--- config.mk ---
export PLATFORM = sky130hd
export DESIGN_NAME = matrix_multiply_engine
export DESIGN_NICKNAME = d
export VERILOG_FILES = /design/src/sv/mme_pkg.sv /design/src/sv/matrix_multiply_engine.sv /design/src/sv/mme_ram.sv /design/src/sv/mme_seq.sv /design/src/sv/mme_mac.sv
export SDC_FILE = /design/constraint.sdc
export NUM_CORES = 2
export LEC_CHECK = 0
export BUFFER_PORTS_ARGS = -buffer_cell sky130_fd_sc_hd__clkbuf_2
export CAP_MARGIN = 5
export CORE_ASPECT_RATIO = 1.1
export CORE_MARGIN = 8
export CORE_UTILIZATION = 63
export CTS_BUF_LIST = sky130_fd_sc_hd__clkbuf_16
export DETAILED_ROUTE_END_ITERATION = 10
export GPL_TIMING_DRIVEN = 0
export HOLD_SLACK_MARGIN = 0.08
export PLACE_DENSITY = 0.77
export SLEW_MARGIN = 20
export SYNTH_ARGS = -nofsm -noshare
export SYNTH_HDL_FRONTEND = slang
export SYNTH_SLANG_ARGS = --single-unit
--- constraint.sdc ---
create_clock -name aclk -period 7.5 [get_ports aclk]
set_input_delay 1.125 -clock aclk [delete_from_list [all_inputs] [get_ports aclk]]
set_output_delay 1.125 -clock aclk [all_outputs]
set_load 0.02 [all_outputs]
--- src/sv/mme_pkg.sv ---
package mme_pkg;

    localparam int MAX_DIM     = 8;
    localparam int STORE_DEPTH = MAX_DIM * MAX_DIM;
    localparam int IDX_W       = $clog2(STORE_DEPTH);
    localparam int CNT_W       = $clog2(MAX_DIM);
    localparam int DIM_W       = 4;
    localparam int CFG_IDX_W   = 2;
    localparam int OPND_W      = 16;
    localparam int PROD_W      = 2 * OPND_W;
    localparam int SUM_W       = 32;
    localparam int ACC_W       = PROD_W + $clog2(MAX_DIM) + 1;

    typedef enum logic [1:0] {
        KIND_LOAD_LEFT  = 2'd0,
        KIND_LOAD_RIGHT = 2'd1,
        KIND_RUN        = 2'd2
    } kind_t;

    localparam logic [CFG_IDX_W-1:0] CFG_ROWS_M  = 2'd0;
    localparam logic [CFG_IDX_W-1:0] CFG_INNER_K = 2'd1;
    localparam logic [CFG_IDX_W-1:0] CFG_COLS_N  = 2'd2;

    localparam logic [DIM_W-1:0] DIM_RESET = DIM_W'(MAX_DIM);

    // Tag that travels down the datapath alongside each pair of operands.
    typedef struct packed {
        logic             first;
        logic             lastk;
        logic [CNT_W-1:0] row;
        logic [CNT_W-1:0] col;
        logic             last;
    } tag_t;

    function automatic logic [DIM_W-1:0] clamp_dim(input logic [DIM_W-1:0] v);
        logic [DIM_W-1:0] d;
        d = v;
        if (d == '0) begin
            d = DIM_W'(1);
        end else if (d > DIM_W'(MAX_DIM)) begin
            d = DIM_W'(MAX_DIM);
        end
        return d;
    endfunction

    function automatic logic [SUM_W-1:0] saturate(input logic signed [ACC_W-1:0] a);
        logic signed [ACC_W-1:0] hi;
        logic signed [ACC_W-1:0] lo;
        logic [SUM_W-1:0]        r;
        hi = {{(ACC_W-SUM_W+1){1'b0}}, {(SUM_W-1){1'b1}}};
        lo = {{(ACC_W-SUM_W+1){1'b1}}, {(SUM_W-1){1'b0}}};
        if (a > hi) begin
            r = hi[SUM_W-1:0];
        end else if (a < lo) begin
            r = lo[SUM_W-1:0];
        end else begin
            r = a[SUM_W-1:0];
        end
        return r;
    endfunction

endpackage

--- src/sv/matrix_multiply_engine.sv ---
// Matrix multiply engine: loads a left (m by k) and a right (k by n) matrix of
// signed Q8.8 elements into two 64-entry stores, then streams out the m by n
// product in row-major order as saturated signed Q16.16 sums.
// Input channel (s_*): kind 0 loads a left element, kind 1 a right element at
// the given row-major index; kind 2 starts a multiply. Loads beyond the current
// dimensions and kind 3 are dropped and give no item out.
// Result channel (m_*): one item per product element, with row, column, sum
// and a last flag on the final element.
// Loads stream at one item per cycle while no run holds s_ready low. A run
// walks m*n*k multiply-accumulates, one per cycle unless frozen, through the
// store read port, the multiplier and the accumulator. m_valid first rises
// once the first dot product is summed, and each further item follows as its
// dot product is finished. s_ready stays low while reads issue, even if frozen.
// When the receiver stalls, the finished sum waits in the output register and
// the read/multiply pipeline carries on until the next sum is finished; it
// then freezes until the waiting item is taken.
// Configuration (cfg_*) sets rows_m, inner_k and cols_n; 0 reads as 1 and values
// above 8 read as 8. Reset sets all three to 8 and empties the pipeline; store
// contents are undefined until written.
module matrix_multiply_engine (
    input  logic                               aclk,
    input  logic                               aresetn,
    input  logic                               cfg_wr_en,
    input  logic [mme_pkg::CFG_IDX_W-1:0]      cfg_index,
    input  logic [mme_pkg::DIM_W-1:0]          cfg_wdata,
    input  logic                               s_valid,
    output logic                               s_ready,
    input  logic [1:0]                         s_kind,
    input  logic [5:0]                         s_element_index,
    input  logic signed [15:0]                 s_operand_value,
    output logic                               m_valid,
    input  logic                               m_ready,
    output logic [2:0]                         m_result_row,
    output logic [2:0]                         m_result_col,
    output logic signed [31:0]                 m_sum_value,
    output logic                               m_last
);
    import mme_pkg::*;

    logic [DIM_W-1:0]    rows_m_reg;
    logic [DIM_W-1:0]    inner_k_reg;
    logic [DIM_W-1:0]    cols_n_reg;

    logic                s_accept;
    logic                start;
    logic                left_we;
    logic                right_we;
    logic [IDX_W:0]      left_count;
    logic [IDX_W:0]      right_count;
    logic                adv;
    logic                issue;
    tag_t                issue_tag;
    logic [IDX_W-1:0]    left_addr;
    logic [IDX_W-1:0]    right_addr;
    logic [OPND_W-1:0]   left_rdata;
    logic [OPND_W-1:0]   right_rdata;
    logic [SUM_W-1:0]    sum_bits;

    always_ff @(posedge aclk) begin
        if (!aresetn) begin
            rows_m_reg  <= DIM_RESET;
            inner_k_reg <= DIM_RESET;
            cols_n_reg  <= DIM_RESET;
        end else if (cfg_wr_en) begin
            if (cfg_index == CFG_ROWS_M) begin
                rows_m_reg <= clamp_dim(cfg_wdata);
            end
            if (cfg_index == CFG_INNER_K) begin
                inner_k_reg <= clamp_dim(cfg_wdata);
            end
            if (cfg_index == CFG_COLS_N) begin
                cols_n_reg <= clamp_dim(cfg_wdata);
            end
        end
    end

    assign left_count  = (IDX_W+1)'(rows_m_reg) * (IDX_W+1)'(inner_k_reg);
    assign right_count = (IDX_W+1)'(inner_k_reg) * (IDX_W+1)'(cols_n_reg);

    assign s_accept = s_valid && s_ready;
    assign start    = s_accept && (s_kind == KIND_RUN);
    assign left_we  = s_accept && (s_kind == KIND_LOAD_LEFT)
                      && ({1'b0, s_element_index} < left_count);
    assign right_we = s_accept && (s_kind == KIND_LOAD_RIGHT)
                      && ({1'b0, s_element_index} < right_count);

    mme_seq u_seq (
        .aclk       (aclk),
        .aresetn    (aresetn),
        .start      (start),
        .adv        (adv),
        .dim_m      (rows_m_reg),
        .dim_k      (inner_k_reg),
        .dim_n      (cols_n_reg),
        .ready      (s_ready),
        .issue      (issue),
        .issue_tag  (issue_tag),
        .left_addr  (left_addr),
        .right_addr (right_addr)
    );

    mme_ram #(
        .WIDTH (OPND_W),
        .DEPTH (STORE_DEPTH)
    ) u_left_store (
        .aclk    (aclk),
        .wr_en   (left_we),
        .wr_addr (s_element_index),
        .wr_data (s_operand_value),
        .rd_en   (issue),
        .rd_addr (left_addr),
        .rd_data (left_rdata)
    );

    mme_ram #(
        .WIDTH (OPND_W),
        .DEPTH (STORE_DEPTH)
    ) u_right_store (
        .aclk    (aclk),
        .wr_en   (right_we),
        .wr_addr (s_element_index),
        .wr_data (s_operand_value),
        .rd_en   (issue),
        .rd_addr (right_addr),
        .rd_data (right_rdata)
    );

    mme_mac u_mac (
        .aclk        (aclk),
        .aresetn     (aresetn),
        .issue       (issue),
        .issue_tag   (issue_tag),
        .left_rdata  (signed'(left_rdata)),
        .right_rdata (signed'(right_rdata)),
        .adv         (adv),
        .m_valid     (m_valid),
        .m_ready     (m_ready),
        .m_row       (m_result_row),
        .m_col       (m_result_col),
        .m_sum       (sum_bits),
        .m_last      (m_last)
    );

    assign m_sum_value = signed'(sum_bits);

endmodule

--- src/sv/mme_ram.sv ---
module mme_ram #(
    parameter int WIDTH = 16,
    parameter int DEPTH = 64
) (
    input  logic                     aclk,
    input  logic                     wr_en,
    input  logic [$clog2(DEPTH)-1:0] wr_addr,
    input  logic [WIDTH-1:0]         wr_data,
    input  logic                     rd_en,
    input  logic [$clog2(DEPTH)-1:0] rd_addr,
    output logic [WIDTH-1:0]         rd_data
);

    logic [WIDTH-1:0] mem [DEPTH];
    logic [WIDTH-1:0] rd_data_reg;

    always_ff @(posedge aclk) begin
        if (wr_en) begin
            mem[wr_addr] <= wr_data;
        end
        if (rd_en) begin
            rd_data_reg <= mem[rd_addr];
        end
    end

    assign rd_data = rd_data_reg;

endmodule

--- src/sv/mme_seq.sv ---
module mme_seq (
    input  logic                         aclk,
    input  logic                         aresetn,
    input  logic                         start,
    input  logic                         adv,
    input  logic [mme_pkg::DIM_W-1:0]    dim_m,
    input  logic [mme_pkg::DIM_W-1:0]    dim_k,
    input  logic [mme_pkg::DIM_W-1:0]    dim_n,
    output logic                         ready,
    output logic                         issue,
    output mme_pkg::tag_t                issue_tag,
    output logic [mme_pkg::IDX_W-1:0]    left_addr,
    output logic [mme_pkg::IDX_W-1:0]    right_addr
);
    import mme_pkg::*;

    typedef enum logic {
        ST_IDLE,
        ST_RUN
    } state_t;

    state_t           state_reg;
    logic [CNT_W-1:0] row_reg;
    logic [CNT_W-1:0] col_reg;
    logic [CNT_W-1:0] inr_reg;
    logic [IDX_W-1:0] la_reg;
    logic [IDX_W-1:0] ra_reg;
    logic [IDX_W-1:0] rb_reg;

    logic [CNT_W-1:0] m_top;
    logic [CNT_W-1:0] k_top;
    logic [CNT_W-1:0] n_top;
    logic             end_dot;
    logic             end_row;
    logic             end_all;
    logic [IDX_W-1:0] rb_next;

    assign m_top   = CNT_W'(dim_m - DIM_W'(1));
    assign k_top   = CNT_W'(dim_k - DIM_W'(1));
    assign n_top   = CNT_W'(dim_n - DIM_W'(1));
    assign end_dot = (inr_reg == k_top);
    assign end_row = end_dot && (col_reg == n_top);
    assign end_all = end_row && (row_reg == m_top);
    assign rb_next = IDX_W'(rb_reg + IDX_W'(dim_k));

    assign ready      = (state_reg == ST_IDLE);
    assign issue      = (state_reg == ST_RUN) && adv;
    assign left_addr  = la_reg;
    assign right_addr = ra_reg;

    always_comb begin
        issue_tag.first = (inr_reg == '0);
        issue_tag.lastk = end_dot;
        issue_tag.row   = row_reg;
        issue_tag.col   = col_reg;
        issue_tag.last  = (row_reg == m_top) && (col_reg == n_top);
    end

    // Addresses step incrementally: left walks along a row, right down a column.
    always_ff @(posedge aclk) begin
        if (!aresetn) begin
            state_reg <= ST_IDLE;
            row_reg   <= '0;
            col_reg   <= '0;
            inr_reg   <= '0;
            la_reg    <= '0;
            ra_reg    <= '0;
            rb_reg    <= '0;
        end else begin
            unique case (state_reg)
                ST_IDLE: begin
                    if (start) begin
                        state_reg <= ST_RUN;
                        row_reg   <= '0;
                        col_reg   <= '0;
                        inr_reg   <= '0;
                        la_reg    <= '0;
                        ra_reg    <= '0;
                        rb_reg    <= '0;
                    end
                end
                ST_RUN: begin
                    if (issue) begin
                        if (end_all) begin
                            state_reg <= ST_IDLE;
                        end else if (end_row) begin
                            inr_reg <= '0;
                            col_reg <= '0;
                            row_reg <= row_reg + CNT_W'(1);
                            rb_reg  <= rb_next;
                            la_reg  <= rb_next;
                            ra_reg  <= '0;
                        end else if (end_dot) begin
                            inr_reg <= '0;
                            col_reg <= col_reg + CNT_W'(1);
                            la_reg  <= rb_reg;
                            ra_reg  <= IDX_W'(col_reg) + IDX_W'(1);
                        end else begin
                            inr_reg <= inr_reg + CNT_W'(1);
                            la_reg  <= la_reg + IDX_W'(1);
                            ra_reg  <= IDX_W'(ra_reg + IDX_W'(dim_n));
                        end
                    end
                end
                default: state_reg <= ST_IDLE;
            endcase
        end
    end

endmodule

--- src/sv/mme_mac.sv ---
module mme_mac (
    input  logic                                aclk,
    input  logic                                aresetn,
    input  logic                                issue,
    input  mme_pkg::tag_t                       issue_tag,
    input  logic signed [mme_pkg::OPND_W-1:0]   left_rdata,
    input  logic signed [mme_pkg::OPND_W-1:0]   right_rdata,
    output logic                                adv,
    output logic                                m_valid,
    input  logic                                m_ready,
    output logic [mme_pkg::CNT_W-1:0]           m_row,
    output logic [mme_pkg::CNT_W-1:0]           m_col,
    output logic [mme_pkg::SUM_W-1:0]           m_sum,
    output logic                                m_last
);
    import mme_pkg::*;

    logic                     s1_valid_reg;
    tag_t                     s1_tag_reg;
    logic                     s2_valid_reg;
    tag_t                     s2_tag_reg;
    logic signed [PROD_W-1:0] prod_reg;
    logic signed [ACC_W-1:0]  acc_reg;
    logic signed [ACC_W-1:0]  acc_next;
    logic                     out_valid_reg;
    logic [CNT_W-1:0]         out_row_reg;
    logic [CNT_W-1:0]         out_col_reg;
    logic [SUM_W-1:0]         out_sum_reg;
    logic                     out_last_reg;
    logic                     finish;

    // The whole pipeline freezes while a finished sum waits for a full output register.
    assign finish   = s2_valid_reg && s2_tag_reg.lastk;
    assign adv      = !(finish && out_valid_reg && !m_ready);
    assign acc_next = (s2_tag_reg.first ? '0 : acc_reg) + ACC_W'(prod_reg);

    always_ff @(posedge aclk) begin
        if (!aresetn) begin
            s1_valid_reg  <= 1'b0;
            s2_valid_reg  <= 1'b0;
            out_valid_reg <= 1'b0;
        end else begin
            if (adv) begin
                s1_valid_reg <= issue;
                s2_valid_reg <= s1_valid_reg;
            end
            if (adv && finish) begin
                out_valid_reg <= 1'b1;
            end else if (m_ready) begin
                out_valid_reg <= 1'b0;
            end
        end
    end

    always_ff @(posedge aclk) begin
        if (adv) begin
            s1_tag_reg <= issue_tag;
            s2_tag_reg <= s1_tag_reg;
            prod_reg   <= left_rdata * right_rdata;
            if (s2_valid_reg) begin
                acc_reg <= acc_next;
            end
            if (finish) begin
                out_row_reg  <= s2_tag_reg.row;
                out_col_reg  <= s2_tag_reg.col;
                out_sum_reg  <= saturate(acc_next);
                out_last_reg <= s2_tag_reg.last;
            end
        end
    end

    assign m_valid = out_valid_reg;
    assign m_row   = out_row_reg;
    assign m_col   = out_col_reg;
    assign m_sum   = out_sum_reg;
    assign m_last  = out_last_reg;

    a_issue_only_when_moving: assert property (
        @(posedge aclk) disable iff (!aresetn) issue |-> adv
    ) else $error("read issued while the pipeline is frozen");

    a_finish_fills_output: assert property (
        @(posedge aclk) disable iff (!aresetn) (adv && finish) |=> out_valid_reg
    ) else $error("completed sum did not reach the output register");

    a_freeze_holds_pipeline: assert property (
        @(posedge aclk) disable iff (!aresetn)
        !adv |=> ($stable(s2_valid_reg) && $stable(prod_reg) && $stable(s1_valid_reg))
    ) else $error("pipeline moved while frozen");

endmodule
==> impl_results.md <==
- Pins over their slew limit: 0
- Initial antenna violation count: 20
- Commonest non-fill, non-tap cell in the layout: edfxtp_1
- WHS: 0.412 ns
- H-tree Lvls: 4
- Sw power: 0.00810 W
- Non-Filler Instances: 7798
- Synth Warn #: 0
- Placed Cells incl. Taps: 7408
- Via Count: 52434
- R2R Path End: u_mac.prod_reg[30]
- Yosys cell types: 63
- Pwr dens: 273 mW/mm^2
- Syn nets: 5581
- Post-route ant nets: 0
- Die Wd: 393 um
- Sink Count: 2248
- Period utilization: 96.6%
- Top FF cell, synth: edfxtp_1
- CP Data Arrival Time: 7.88 ns
- Row count: 152
- Required time of the critical path: 8.13 ns
- Post-synth EDFFs: 2205
- Synth Area in Adders: 7.63%
- HP Class: flop to flop
- Switching Share: 26.8%
- Synth Area in Compound Gates: 1.90%
- Crit path max fanout: 10
- Reported leakage power: 36.7 nW
- Setup Skew: 0.0439 ns
- Worst hold endpoint: u_mac.s2_tag_reg[6]
- Synth top area share: 67.3%
- Grt total ovfl: 0
- Layout cells sized above 1: 23.8%
- Crit. path cell count: 22
- First-pass GRT wire length: 369000 um
- Seq pwr share: 47.5%
- Highest clock rate: 138 MHz
- P_int: 0.0221 W
- Top cells by area, synth: edfxtp_1 67%, mux4_2 15%, fa_1 5.6%
- Hold buffer count at cts: 0
- Max stage delay on crit path: 0.61 ns
- CP max stage cell: edfxtp_1
- Maximum VDD drop: 0.384 mV
- Worst path cell trace: clkbuf_1, nand2_1, fa_1, inv_1, fa_1, fa_1, fa_1, fa_1, inv_1, fa_1, inv_1, ha_1, clkbuf_1, nand2_1, nor3_1, nand2_1, a211oi_1, o211ai_1, a31oi_1, o21a_1, nor2_1, xnor2_1
- Post-synthesis simple-gate area fraction: 3.47%
- Most frequent cells in the layout: 2205 x edfxtp_1, 672 x mux4_2, 416 x inv_1, 273 x fa_1
- Run status: complete, no violations
- Design area: 0.111 sq mm
- Worst hold path stage count: 0
- Synth async-reset ratio: 0%
- Root Driver: clkbuf_16
- Fillers: 9133
- Drt pass-1 iters: 6
- CORE AREA: 0.156 sq mm
- Fin crit period: 7.25 ns
- Clock power frac: 34.3%
- CP Capture Type: flop
- Gate power share: 18.2%
- Post-synthesis register bit count: 2248
- Setup CP Type: flop to flop
- CTS Buf Count: 205
- Rel. slew slack: 14.1%
- Synthesized instance count: 5110
- Final setup violating endpoints: 0
- IO Pins: 76
- Port bufs: 75
- Post-synth top area cell: edfxtp_1
- Unrepaired setup endpoints after global routing: false
- Number of global-route vias before repair: 53511
- Largest net degree at the start of global routing: 105
- DR iter-0 viols: 7179
- CTS tree: done
- Min-delay src: u_mac.s1_tag_reg[6]
- Setup tns final: 0 ns
- Worst path top cell family by delay: adder cells
- Slew @ Worst Pin: 1.28 ns
- Clk_lat worst skew: 0.85 ns
- Drt total wl: 255000 um
- DP HPWL: 166000 um
- Initial core utilization: 63.3%
- Worst r2r src: u_left_store.rd_data[6]
- Full die area: 0.169 sq mm
- Reg2reg path depth: 22
- Total global-route track usage: 30.5%
- Final hold viol count: 0
- Fin nets: 6009
- Largest family of logic cells by synthesized area: multiplexers
- Clock Tree Buf Depth: 3
- GPL Wtd Cong: 0.902
- Worst-path clk slew: 0.07 ns
- Post-synthesis mux area share: 15.5%
- Mapped Area: 0.0984 sq mm
- Syn avg cell area: 19.3 sq um
- Most frequent CP cell: fa_1
- Sequential area share after synthesis: 68.1%
- DRC Markers: 0
- CP bufs+invs: 5
- Critical Path Start Type: flop
- Synth Area in XOR/XNOR: 0.971%
- Reg2reg setup slack: 0.25 ns
- Max Cap Viol: 0
- Dpl cell area: 0.104 sq mm
- Die Y: 431 um
- Vias per cell: 6.72
- Area delta synth->final: 12.5%
- Util after Layout: 71.2%
- Avg WL per Cell: 32.8 um
[metal layers]
| layer | vias to the layer above | part of all wire [%] | global-route usage (%) |
|---|---|---|---|
| li1 | 20806 | - | - |
| met3 | 657 | 11 | 8.18 |
| met2 | 3682 | 49 | 49.0 |
| met4 | 14 | 5.0 | 13.0 |
| met1 | 27275 | 35 | 39.8 |
| met5 | - | 0.036 | 0 |
[logic make-up (layout without fill, tap and decap cells)]
logic type / Yosys count / in the layout
AO/OA/AOI/OAI: 297 / 297
XOR/XNOR: 104 / 104
adder cells (fa/ha/maj): 436 / 436
buffers and inverters: 616 / 1219
flip-flops: 2248 / 2248
multiplexers: 686 / 686
other: 0 / 6
AND/OR/NAND/NOR: 723 / 723
[cells in the mapped netlist (19+ instances only)]
library cell  count
o21ai_0          73
nor2b_1          43
nand2_1         208
nor3_1           19
and2_1          138
ha_1            163
dfxtp_1          43
xnor2_1          62
xor2_1           39
fa_1            273
a21oi_1          91
clkbuf_1        167
nand3_1          24
buf_1            60
nor2_1          227
mux4_2          672
edfxtp_1       2205
a21o_1           35
inv_1           378
[repair_timing]
action	4_1_cts	5_1_grt
setup endpoints to repair	0	3
buffers inserted	0	0
resized for setup	0	15
[worst max-delay path by stage]
stage,start,to
floorplan,u_right_store.rd_data[1],u_mac.prod_reg[31]
global placement,u_right_store.rd_data[1],u_mac.prod_reg[31]
CTS,u_left_store.rd_data[7],u_mac.prod_reg[31]
finish,u_left_store.rd_data[6],u_mac.prod_reg[30]
detailed placement,u_right_store.rd_data[1],u_mac.prod_reg[31]
global route,u_left_store.rd_data[6],u_mac.prod_reg[30]
[stage by stage]
step	total power, W	worst slack (ns)
after global placement	0.0200	0.258
after CTS	0.0303	0.210
after global routing	0.0314	0.00740
final	0.0302	0.252
after floorplan	0.0184	1.34
after detailed placement	0.0201	0.255
[worst reg2reg max path, stage by stage, from the launching register on]
cell      delay, ns
edfxtp_1       0.61
clkbuf_1       0.56
nand2_1        0.17
fa_1           0.57
inv_1          0.06
fa_1           0.46
fa_1           0.58
fa_1           0.45
fa_1           0.49
inv_1          0.05
fa_1           0.47
inv_1          0.04
ha_1           0.25
clkbuf_1       0.25
nand2_1        0.14
nor3_1         0.29
nand2_1        0.09
a211oi_1       0.56
o211ai_1       0.23
a31oi_1        0.27
o21a_1         0.15
nor2_1         0.05
xnor2_1        0.25
[layout make-up]
cell class / instances / area, sq um / area share (%)
Inverter: 379 / 1420 / 1.28
Clock buffer: 208 / 5200 / 4.70
Tap cell: 2079 / 2600 / 2.35
Clock inverter: 174 / 1380 / 1.25
Antenna cell: 6 / 15.0 / 0.0136
Timing Repair Buffer: 221 / 2710 / 2.45
Sequential cell: 2248 / 67100 / 60.6
Buffer: 237 / 931 / 0.841
Multi-Input combinational cell: 2246 / 29400 / 26.5
[power groups by stage]
stage	logic [W]	registers (W)	clock network [W]
final	0.00551	0.0143	0.0103
after global routing	0.00624	0.0143	0.0108
after CTS	0.00555	0.0143	0.0104
after detailed placement	0.00547	0.0146	0
after global placement	0.00535	0.0146	0
after floorplan	0.00389	0.0145	0
No activity file was read; power rests on OpenSTA's default activity.
